==> config.mk <==
export PLATFORM = sky130hd
export DESIGN_NAME = binary_min_heap_queue
export DESIGN_NICKNAME = d
export VERILOG_FILES = /design/src/hmq_pkg.sv /design/src/hmq_store.sv /design/src/hmq_ctrl.sv /design/src/binary_min_heap_queue.sv
export SDC_FILE = /design/constraint.sdc
export NUM_CORES = 2
export LEC_CHECK = 0
export BUFFER_PORTS_ARGS = -buffer_cell sky130_fd_sc_hd__buf_2
export CAP_MARGIN = 20
export CORE_MARGIN = 3
export CORE_UTILIZATION = 55
export CTS_BUF_LIST = sky130_fd_sc_hd__clkbuf_4 sky130_fd_sc_hd__clkbuf_8
export DETAILED_ROUTE_END_ITERATION = 8
export PLACE_DENSITY = 0.75
export SLEW_MARGIN = 25
export SYNTH_ARGS = -nofsm -noshare
export SYNTH_HDL_FRONTEND = slang
export SYNTH_SLANG_ARGS = --single-unit
export TNS_END_PERCENT = 50
==> constraint.sdc <==
create_clock -name clk_i -period 8.2 [get_ports clk_i]
set_input_delay 1.23 -clock clk_i [delete_from_list [all_inputs] [get_ports clk_i]]
set_output_delay 1.23 -clock clk_i [all_outputs]
set_load 0.005 [all_outputs]
==> src/hmq_pkg.sv <==
// Package for the binary min-heap queue: widths, codes and sequencer states.
`default_nettype none

package hmq_pkg;

  // Default heap capacity in entries
  localparam int unsigned CAPACITY_DEF  = 64;

  // Fixed field widths
  localparam int unsigned DATA_W        = 32;
  localparam int unsigned ENTRY_TOTAL_W = 7;
  localparam int unsigned STATUS_W      = 2;
  localparam int unsigned IN_TDATA_W    = 32;
  localparam int unsigned OUT_TDATA_W   = 72;

  // Operation selector carried in s_axis_tuser
  typedef enum logic {
    KIND_INSERT = 1'b0,
    KIND_POP    = 1'b1
  } kind_e;

  // Result status carried in m_axis_tuser
  typedef enum logic [STATUS_W-1:0] {
    STAT_OK    = 2'd0,
    STAT_EMPTY = 2'd1,
    STAT_FULL  = 2'd2
  } status_e;

  // Sequencer states
  typedef enum logic [2:0] {
    ST_IDLE,
    ST_UP_RD,
    ST_UP_CMP,
    ST_POP_RD,
    ST_POP_LD,
    ST_DN_RD,
    ST_DN_CMP,
    ST_DONE
  } state_e;

endpackage

`default_nettype wire

==> src/hmq_store.sv <==
// Heap entry memory: one write port, two registered read ports.
`default_nettype none

module hmq_store #(
  parameter int unsigned CAPACITY = hmq_pkg::CAPACITY_DEF,
  parameter int unsigned AW       = (CAPACITY > 1) ? $clog2(CAPACITY) : 1
) (
  input  wire logic                              clk_i,
  input  wire logic                              we_i,
  input  wire logic [AW-1:0]                     waddr_i,
  input  wire logic signed [hmq_pkg::DATA_W-1:0] wdata_i,
  input  wire logic [AW-1:0]                     raddr0_i,
  input  wire logic [AW-1:0]                     raddr1_i,
  output logic signed [hmq_pkg::DATA_W-1:0]      rdata0_o,
  output logic signed [hmq_pkg::DATA_W-1:0]      rdata1_o
);
  import hmq_pkg::*;

  logic signed [DATA_W-1:0] mem_q [CAPACITY];

  // Write port
  always_ff @(posedge clk_i) begin
    if (we_i) begin
      mem_q[waddr_i] <= wdata_i;
    end
  end

  // Registered read ports
  always_ff @(posedge clk_i) begin
    rdata0_o <= mem_q[raddr0_i];
    rdata1_o <= mem_q[raddr1_i];
  end

endmodule

`default_nettype wire

==> src/hmq_ctrl.sv <==
// Heap sequencer: sift-up and sift-down walks, a child compare for sift-down, plus result register.
`default_nettype none

module hmq_ctrl #(
  parameter int unsigned CAPACITY = hmq_pkg::CAPACITY_DEF,
  parameter int unsigned AW       = (CAPACITY > 1) ? $clog2(CAPACITY) : 1,
  parameter int unsigned CW       = $clog2(CAPACITY + 1)
) (
  input  wire logic                                  clk_i,
  input  wire logic                                  rst_ni,
  // input items
  input  wire logic                                  in_valid_i,
  output logic                                       in_ready_o,
  input  wire logic                                  in_kind_i,
  input  wire logic signed [hmq_pkg::DATA_W-1:0]     in_value_i,
  // result items
  output logic                                       out_valid_o,
  input  wire logic                                  out_ready_i,
  output logic signed [hmq_pkg::DATA_W-1:0]          out_popped_o,
  output logic signed [hmq_pkg::DATA_W-1:0]          out_top_o,
  output logic                                       out_top_valid_o,
  output logic [hmq_pkg::ENTRY_TOTAL_W-1:0]          out_total_o,
  output logic [hmq_pkg::STATUS_W-1:0]               out_status_o,
  // memory side
  output logic                                       we_o,
  output logic [AW-1:0]                              waddr_o,
  output logic signed [hmq_pkg::DATA_W-1:0]          wdata_o,
  output logic [AW-1:0]                              raddr0_o,
  output logic [AW-1:0]                              raddr1_o,
  input  wire logic signed [hmq_pkg::DATA_W-1:0]     rdata0_i,
  input  wire logic signed [hmq_pkg::DATA_W-1:0]     rdata1_i
);
  import hmq_pkg::*;

  // child index needs room for 2*pos+2
  localparam int unsigned XW = AW + 2;

  state_e                   state_q, state_d;
  logic [CW-1:0]            cnt_q, cnt_d;
  logic [AW-1:0]            pos_q, pos_d;
  logic [XW-1:0]            child_q, child_d;
  logic signed [DATA_W-1:0] moving_q, moving_d;
  logic signed [DATA_W-1:0] popped_q, popped_d;
  status_e                  status_q, status_d;
  logic signed [DATA_W-1:0] top_q;

  logic                     out_valid_q;
  logic signed [DATA_W-1:0] out_popped_q, out_top_q;
  logic                     out_top_valid_q;
  logic [ENTRY_TOTAL_W-1:0] out_total_q;
  logic [STATUS_W-1:0]      out_status_q;
  logic                     load_out;

  logic [AW-1:0]            parent;
  logic [XW-1:0]            child_r;
  logic [XW-1:0]            cnt_x;
  logic                     take_right;
  logic signed [DATA_W-1:0] cval;
  logic [AW-1:0]            cidx;
  logic [CW+ENTRY_TOTAL_W-1:0] total_ext;

  assign parent     = AW'((pos_q - AW'(1)) >> 1);
  assign child_r    = XW'(child_q + XW'(1));
  assign cnt_x      = XW'(cnt_q);
  // child compare: pick smaller child, left on a tie
  assign take_right = (child_r < cnt_x) && (rdata1_i < rdata0_i);
  assign cval       = take_right ? rdata1_i : rdata0_i;
  assign cidx       = take_right ? child_r[AW-1:0] : child_q[AW-1:0];
  assign total_ext  = {{ENTRY_TOTAL_W{1'b0}}, cnt_q};

  assign in_ready_o = (state_q == ST_IDLE);

  // Next state, memory requests
  always_comb begin
    state_d  = state_q;
    cnt_d    = cnt_q;
    pos_d    = pos_q;
    child_d  = child_q;
    moving_d = moving_q;
    popped_d = popped_q;
    status_d = status_q;
    we_o     = 1'b0;
    waddr_o  = pos_q;
    wdata_o  = moving_q;
    raddr0_o = child_q[AW-1:0];
    raddr1_o = child_r[AW-1:0];
    load_out = 1'b0;
    case (state_q)
      ST_IDLE: begin
        if (in_valid_i) begin
          popped_d = '0;
          status_d = STAT_OK;
          if (in_kind_i == KIND_INSERT) begin
            if (cnt_q >= CW'(CAPACITY)) begin
              status_d = STAT_FULL;
              state_d  = ST_DONE;
            end else begin
              pos_d    = cnt_q[AW-1:0];
              moving_d = in_value_i;
              state_d  = ST_UP_RD;
            end
          end else begin
            if (cnt_q == '0) begin
              status_d = STAT_EMPTY;
              state_d  = ST_DONE;
            end else begin
              popped_d = top_q;
              cnt_d    = CW'(cnt_q - CW'(1));
              state_d  = ST_POP_RD;
            end
          end
        end
      end
      ST_UP_RD: begin
        if (pos_q == '0) begin
          we_o    = 1'b1;
          cnt_d   = CW'(cnt_q + CW'(1));
          state_d = ST_DONE;
        end else begin
          raddr0_o = parent;
          state_d  = ST_UP_CMP;
        end
      end
      ST_UP_CMP: begin
        we_o = 1'b1;
        if (rdata0_i > moving_q) begin
          wdata_o = rdata0_i;
          pos_d   = parent;
          state_d = ST_UP_RD;
        end else begin
          cnt_d   = CW'(cnt_q + CW'(1));
          state_d = ST_DONE;
        end
      end
      ST_POP_RD: begin
        if (cnt_q == '0) begin
          state_d = ST_DONE;
        end else begin
          raddr0_o = cnt_q[AW-1:0];
          state_d  = ST_POP_LD;
        end
      end
      ST_POP_LD: begin
        moving_d = rdata0_i;
        pos_d    = '0;
        child_d  = XW'(1);
        state_d  = ST_DN_RD;
      end
      ST_DN_RD: begin
        if (child_q >= cnt_x) begin
          we_o    = 1'b1;
          state_d = ST_DONE;
        end else begin
          state_d = ST_DN_CMP;
        end
      end
      ST_DN_CMP: begin
        we_o = 1'b1;
        if (cval >= moving_q) begin
          state_d = ST_DONE;
        end else begin
          wdata_o = cval;
          pos_d   = cidx;
          child_d = XW'({cidx, 1'b1});
          state_d = ST_DN_RD;
        end
      end
      ST_DONE: begin
        if (!out_valid_q || out_ready_i) begin
          load_out = 1'b1;
          state_d  = ST_IDLE;
        end
      end
      default: begin
        state_d = ST_IDLE;
      end
    endcase
  end

  // Control registers
  always_ff @(posedge clk_i or negedge rst_ni) begin
    if (!rst_ni) begin
      state_q     <= ST_IDLE;
      cnt_q       <= '0;
      out_valid_q <= 1'b0;
    end else begin
      state_q <= state_d;
      cnt_q   <= cnt_d;
      if (load_out) begin
        out_valid_q <= 1'b1;
      end else if (out_ready_i) begin
        out_valid_q <= 1'b0;
      end
    end
  end

  // Work and payload registers
  always_ff @(posedge clk_i) begin
    pos_q    <= pos_d;
    child_q  <= child_d;
    moving_q <= moving_d;
    popped_q <= popped_d;
    status_q <= status_d;
    // root copy tracks every write to entry zero
    if (we_o && (waddr_o == '0)) begin
      top_q <= wdata_o;
    end
    if (load_out) begin
      out_popped_q    <= popped_q;
      out_top_q       <= (cnt_q != '0) ? top_q : '0;
      out_top_valid_q <= (cnt_q != '0);
      out_total_q     <= total_ext[ENTRY_TOTAL_W-1:0];
      out_status_q    <= status_q;
    end
  end

  assign out_valid_o     = out_valid_q;
  assign out_popped_o    = out_popped_q;
  assign out_top_o       = out_top_q;
  assign out_top_valid_o = out_top_valid_q;
  assign out_total_o     = out_total_q;
  assign out_status_o    = out_status_q;

endmodule

`default_nettype wire

==> src/binary_min_heap_queue.sv <==
// Top level of the binary min-heap priority queue with stream ports.
//
// Input channel (s_axis): one item is one operation. s_axis_tuser selects it
// (0 insert, 1 pop minimum), s_axis_tdata carries the value to insert.
// Output channel (m_axis): one result item per operation: popped value, new
// minimum, its valid flag and the entry count in tdata, the status code
// (ok, pop on empty, insert when full) in tuser.
// The block works on one item at a time; s_axis_tready is high only while
// the sequencer is idle. An insert reads the parent, then compares and
// writes, per level, until it reaches the root or a parent no larger than
// the value. A pop reads the last entry, then walks down, reading both
// children, then comparing against the smaller and writing, per level,
// until it runs out of children or no child is smaller. A pop that leaves
// the heap empty and a refused insert or pop skip the walk. The result is
// registered and becomes valid as s_axis_tready rises again.
// The result waits in an output register; a new item is taken while it is
// held, and a later result waits in the sequencer until m_axis_tready.
// Reset empties the heap at once (entry count to zero); the memory needs no
// clearing, since only written entries are read.
`default_nettype none

module binary_min_heap_queue #(
  parameter int unsigned CAPACITY = hmq_pkg::CAPACITY_DEF
) (
  input  wire logic                                clk_i,
  input  wire logic                                rst_ni,
  input  wire logic                                s_axis_tvalid,
  output logic                                     s_axis_tready,
  // [31:0] value
  input  wire logic [hmq_pkg::IN_TDATA_W-1:0]      s_axis_tdata,
  // [0] kind
  input  wire logic                                s_axis_tuser,
  output logic                                     m_axis_tvalid,
  input  wire logic                                m_axis_tready,
  // [31:0] popped_value, [63:32] top_value, [64] top_valid, [71:65] entry_total
  output logic [hmq_pkg::OUT_TDATA_W-1:0]          m_axis_tdata,
  // [1:0] status
  output logic [hmq_pkg::STATUS_W-1:0]             m_axis_tuser
);
  import hmq_pkg::*;

  localparam int unsigned AW = (CAPACITY > 1) ? $clog2(CAPACITY) : 1;
  localparam int unsigned CW = $clog2(CAPACITY + 1);

  logic                     we;
  logic [AW-1:0]            waddr, raddr0, raddr1;
  logic signed [DATA_W-1:0] wdata, rdata0, rdata1;
  logic signed [DATA_W-1:0] popped, top;
  logic                     top_valid;
  logic [ENTRY_TOTAL_W-1:0] total;
  logic [STATUS_W-1:0]      status;

  hmq_ctrl #(
    .CAPACITY (CAPACITY),
    .AW       (AW),
    .CW       (CW)
  ) u_ctrl (
    .clk_i           (clk_i),
    .rst_ni          (rst_ni),
    .in_valid_i      (s_axis_tvalid),
    .in_ready_o      (s_axis_tready),
    .in_kind_i       (s_axis_tuser),
    .in_value_i      (s_axis_tdata[DATA_W-1:0]),
    .out_valid_o     (m_axis_tvalid),
    .out_ready_i     (m_axis_tready),
    .out_popped_o    (popped),
    .out_top_o       (top),
    .out_top_valid_o (top_valid),
    .out_total_o     (total),
    .out_status_o    (status),
    .we_o            (we),
    .waddr_o         (waddr),
    .wdata_o         (wdata),
    .raddr0_o        (raddr0),
    .raddr1_o        (raddr1),
    .rdata0_i        (rdata0),
    .rdata1_i        (rdata1)
  );

  hmq_store #(
    .CAPACITY (CAPACITY),
    .AW       (AW)
  ) u_store (
    .clk_i    (clk_i),
    .we_i     (we),
    .waddr_i  (waddr),
    .wdata_i  (wdata),
    .raddr0_i (raddr0),
    .raddr1_i (raddr1),
    .rdata0_o (rdata0),
    .rdata1_o (rdata1)
  );

  // Result packing
  assign m_axis_tdata = {total, top_valid, top, popped};
  assign m_axis_tuser = status;

`ifndef SYNTHESIS
  // One item at a time: busy right after an accept
  a_busy_after_accept: assert property (@(posedge clk_i) disable iff (!rst_ni)
    s_axis_tvalid && s_axis_tready |=> !s_axis_tready)
    else $error("input accepted on consecutive cycles");

  // Failed pop removes nothing and reports an empty heap
  a_empty_pop: assert property (@(posedge clk_i) disable iff (!rst_ni)
    m_axis_tvalid && (m_axis_tuser == STAT_EMPTY) |->
      (popped == '0) && !top_valid)
    else $error("pop on empty reports data");

  // Full insert leaves a non-empty heap
  a_full_insert: assert property (@(posedge clk_i) disable iff (!rst_ni)
    m_axis_tvalid && (m_axis_tuser == STAT_FULL) |-> top_valid)
    else $error("insert when full reports empty heap");

  // Empty heap shows a zero minimum
  a_top_zero: assert property (@(posedge clk_i) disable iff (!rst_ni)
    m_axis_tvalid && !top_valid |-> (top == '0))
    else $error("empty heap shows nonzero minimum");
`endif

endmodule

`default_nettype wire
==> impl_metrics.ini <==
[timing]
setup_violations = 0
slew_headroom = 0.211
rsz0062_at_grt = false
slew_viol_final = 0
hold_slack_ps = 420
fmaxAchievable_mhz = 141
tightest_slew_ps = 1180
worst_slack_ps = 1120
period_share = 0.864
finClkSkew_ps = 97.3
setup_tns_ps = 0
fin_crit_ps = 7080
hold_viol = 0

[final_layout]
syn_to_final_growth_pct = 12.0
layout.nets = 6320
finish.instance_area_mm2 = 0.111
fin_util = 0.621
drive_gt1_frac = 0.270
regArea_mm2 = 0.0686
fillers = 12400
multi_input_area_mm2 = 0.0296

[clock_tree]
cts_tree = yes
insertion_delay_ps = 1130
cts_sinks = 2307
htreeDepth = 5
cts_buffers = 372
cts_setup_buffers = 0
clkSlewWorstSetupHoldPaths_ps = 70
cts-root-buf = clkbuf_8
cts_max_path_buffers = 4

[yosys]
syn-instance-count = 5853
synth-edff-count = 2232
synth_cell_types = 73
async_flop_share = 0.00477
synth_nets = 6005
syn_area_per_cell_um2 = 17.0
yosysWarnings = 0
synth_top_area_frac = 0.675
synth.area.top_cells = edfxtp_1 68%, mux4_2 14%, nand2_1 3.7%, nand3_1 1.6%, mux2i_1 1.6%
synth-main-ff-cell = edfxtp_1
synth.ff_latch_count = 2307
synth_top_cell_by_area = edfxtp_1
synth.yosys.seq_area_share = 0.691
syn_area_mm2 = 0.0993

[placed_design]
dp_slack_ps = 1050
place_congestion = 0.998
placed_area_mm2 = 0.104
hpwl_mm = 194
io_buffers = 112

[route]
vias = 62900
wire_per_inst_um = 38.4
route.antenna.remaining_nets = 0
wirelength_mm = 338
firstDrtPassIters = 7
drt_iter0_markers = 12000
via_per_inst = 7.15
drcViolationCount = 0

[run]
cap_violations = 0

[global_routing]
grt.total_usage = 0.363
antenna_found_initial = 26
overflow = 0
grt_max_degree = 171
grt_pass1_wl_mm = 467
grt_pass1_vias = 60800

[die]
initial_utilization = 0.555
fp-row-count = 155
chipHeight_um = 431
dieArea_mm2 = 0.186
ioPinCount = 113
fp.dieW_um = 431
fp.coreArea_mm2 = 0.179

[worst_setup_path]
crit_top_cell = a21o_1
arrival_ps = 7820
cp-end-kind = flop
critPathTopFamily = compound AO/OA/AOI/OAI gates
path_cells = buf_4 > inv_1 > ha_1 > nor2b_1 > o21a_1 > o21a_1 > o21ai_1 > a21oi_1 > nor3b_1 > mux2_2 > buf_12 > mux2_2 > ha_1 > a21o_1 > a21o_1 > a221o_1 > a21oi_1 > o311ai_1 > nor2_2 > a21o_1 > buf_4 > a221o_4
crit_path_top_delay_cell = a221o_4
crit_path_max_incr_delay_ps = 800
setup.worst_path.class = flop to flop
start_kind = flop
critPathBufInv = 4
cp.required_ps = 8940
path_max_fanout = 65

[power_and_ir_drop]
ir_worst_vdd_mv = 0.472
p_per_area_mw_per_mm2 = 466
p_leak_nw = 37.2

[run_status]
status = finished clean

[min_path]
hp-class = flop to flop
## placed cells by master (no fill, tap or decap), drive strengths merged, types with 9 or more instances in the layout
master  Yosys  routed
nor3       98      98
o21a       10      10
mux4      624     624
xor2       10      10
and3       48      48
nor2       55      55
diode       0       9
nor4       15      15
clkinv      0     117
bufinv      0      14
and2       37      37
nor2b      10      10
nand4      21      21
ha        114     114
nand3     319     319
o21ai      66      66
dfrtp      11      11
mux2       65      65
a32oi     150     150
and4       23      23
a31oi      93      93
dfxtp      64      64
nand2b     12      12
inv        85      86
nand2     968     968
a21oi      45      45
clkbuf    188     504
buf       200     328
edfxtp   2232    2232
a221o      33      33
a21o       36      36
mux2i     155     155
## power by group
group / total, mW / internal [mW] / switching (mW)
sequential: 17.7 / 17.1 / 0.559
clock: 9.86 / 5.33 / 4.54
combinational: 24.3 / 7.85 / 16.4
total: 51.8 / 30.3 / 21.5
## final cells by class
class	count	share of cell area
multi-input combinational	3073	0.266
tap	2355	0.0265
clock buffer	504	0.0559
inverter	85	0.00292
timing repair buffer	329	0.0229
antenna	9	0.000203
clock inverter	138	0.00872
sequential	2307	0.617
## metrics by stage
stage,total power [mW],instances
after floorplan,32.6,5853
after global placement,40.9,8137
after detailed placement,41.2,8147
after CTS,50.9,8790
after global routing,53.4,8794
final,51.8,8800
## Yosys cell counts (all sizes together), types with 23 or more instances
master / n
clkbuf: 188
nor2: 55
and4: 23
ha: 114
a21oi: 45
nand2: 968
mux2: 65
mux2i: 155
dfxtp: 64
a32oi: 150
a221o: 33
nor3: 98
nand3: 319
mux4: 624
buf: 200
o21ai: 66
edfxtp: 2232
a31oi: 93
inv: 85
and2: 37
and3: 48
a21o: 36
## flip-flops by register name, indices dropped and copies added (netlist names), 7 cells and up
name and flops:
u_ctrl.cnt_q 7, u_ctrl.out_popped_o 32, u_ctrl.out_top_o 32, u_store.rdata0_o 32, u_ctrl.moving_q 32, u_store.mem_q 2048
u_ctrl.out_total_o 7, u_store.rdata1_o 32, u_ctrl.top_q 32, u_ctrl.popped_q 32
## worst register-to-register path, cell delays in order (launching register included)
cell and delay [ps]:
edfxtp_1 470, buf_4 430, inv_1 210, ha_1 340, nor2b_1 130, o21a_1 180, o21a_1 160, o21ai_1 150
a21oi_1 150, nor3b_1 290, mux2_2 440, buf_12 250, mux2_2 370, ha_1 290, a21o_1 180, a21o_1 170
a221o_1 360, a21oi_1 280, o311ai_1 220, nor2_2 160, a21o_1 160, buf_4 450, a221o_4 820
## routing by layer
| layer | up-vias | part of all wire | track usage |
|---|---|---|---|
| li1 | 24100 | - | - |
| met1 | 31500 | 0.33 | 0.480 |
| met2 | 6045 | 0.43 | 0.514 |
| met3 | 1163 | 0.17 | 0.141 |
| met4 | 22 | 0.070 | 0.213 |
| met5 | - | 0.00047 | 0 |
## what timing repair did
item | CTS | global route
endpoints found under the hold margin | 11 | 0
hold buffers | 1 | 0
resized for setup | 0 | 0
## final timing paths
path / depth (start not counted) / from / endpoint / slack, ps
setup / recovery: 22 / u_ctrl.child_q[1] / u_store.mem_q[51][8] / 1120
hold / removal: 0 / u_ctrl.popped_q[24] / u_ctrl.out_popped_o[24] / 420
setup reg to reg: 22 / u_ctrl.child_q[1] / u_store.mem_q[51][8] / 1120
hold reg to reg: 0 / u_ctrl.popped_q[24] / u_ctrl.out_popped_o[24] / 420
max in group asynchronous: 2 / rst_ni / u_ctrl.cnt_q[1] / 7380
min in group asynchronous: 2 / rst_ni / u_ctrl.cnt_q[3] / 520
## kinds of logic after synthesis
family,synth area share
buffers and inverters,0.0211
and+or+nand+nor,0.0725
muxes,0.165
DFF,0.691
xor gates and xnor gates,0.00150
AOI/OAI and AO/OA,0.0350
adders and majority gates,0.0146
(Power assumes the default switching activity.)
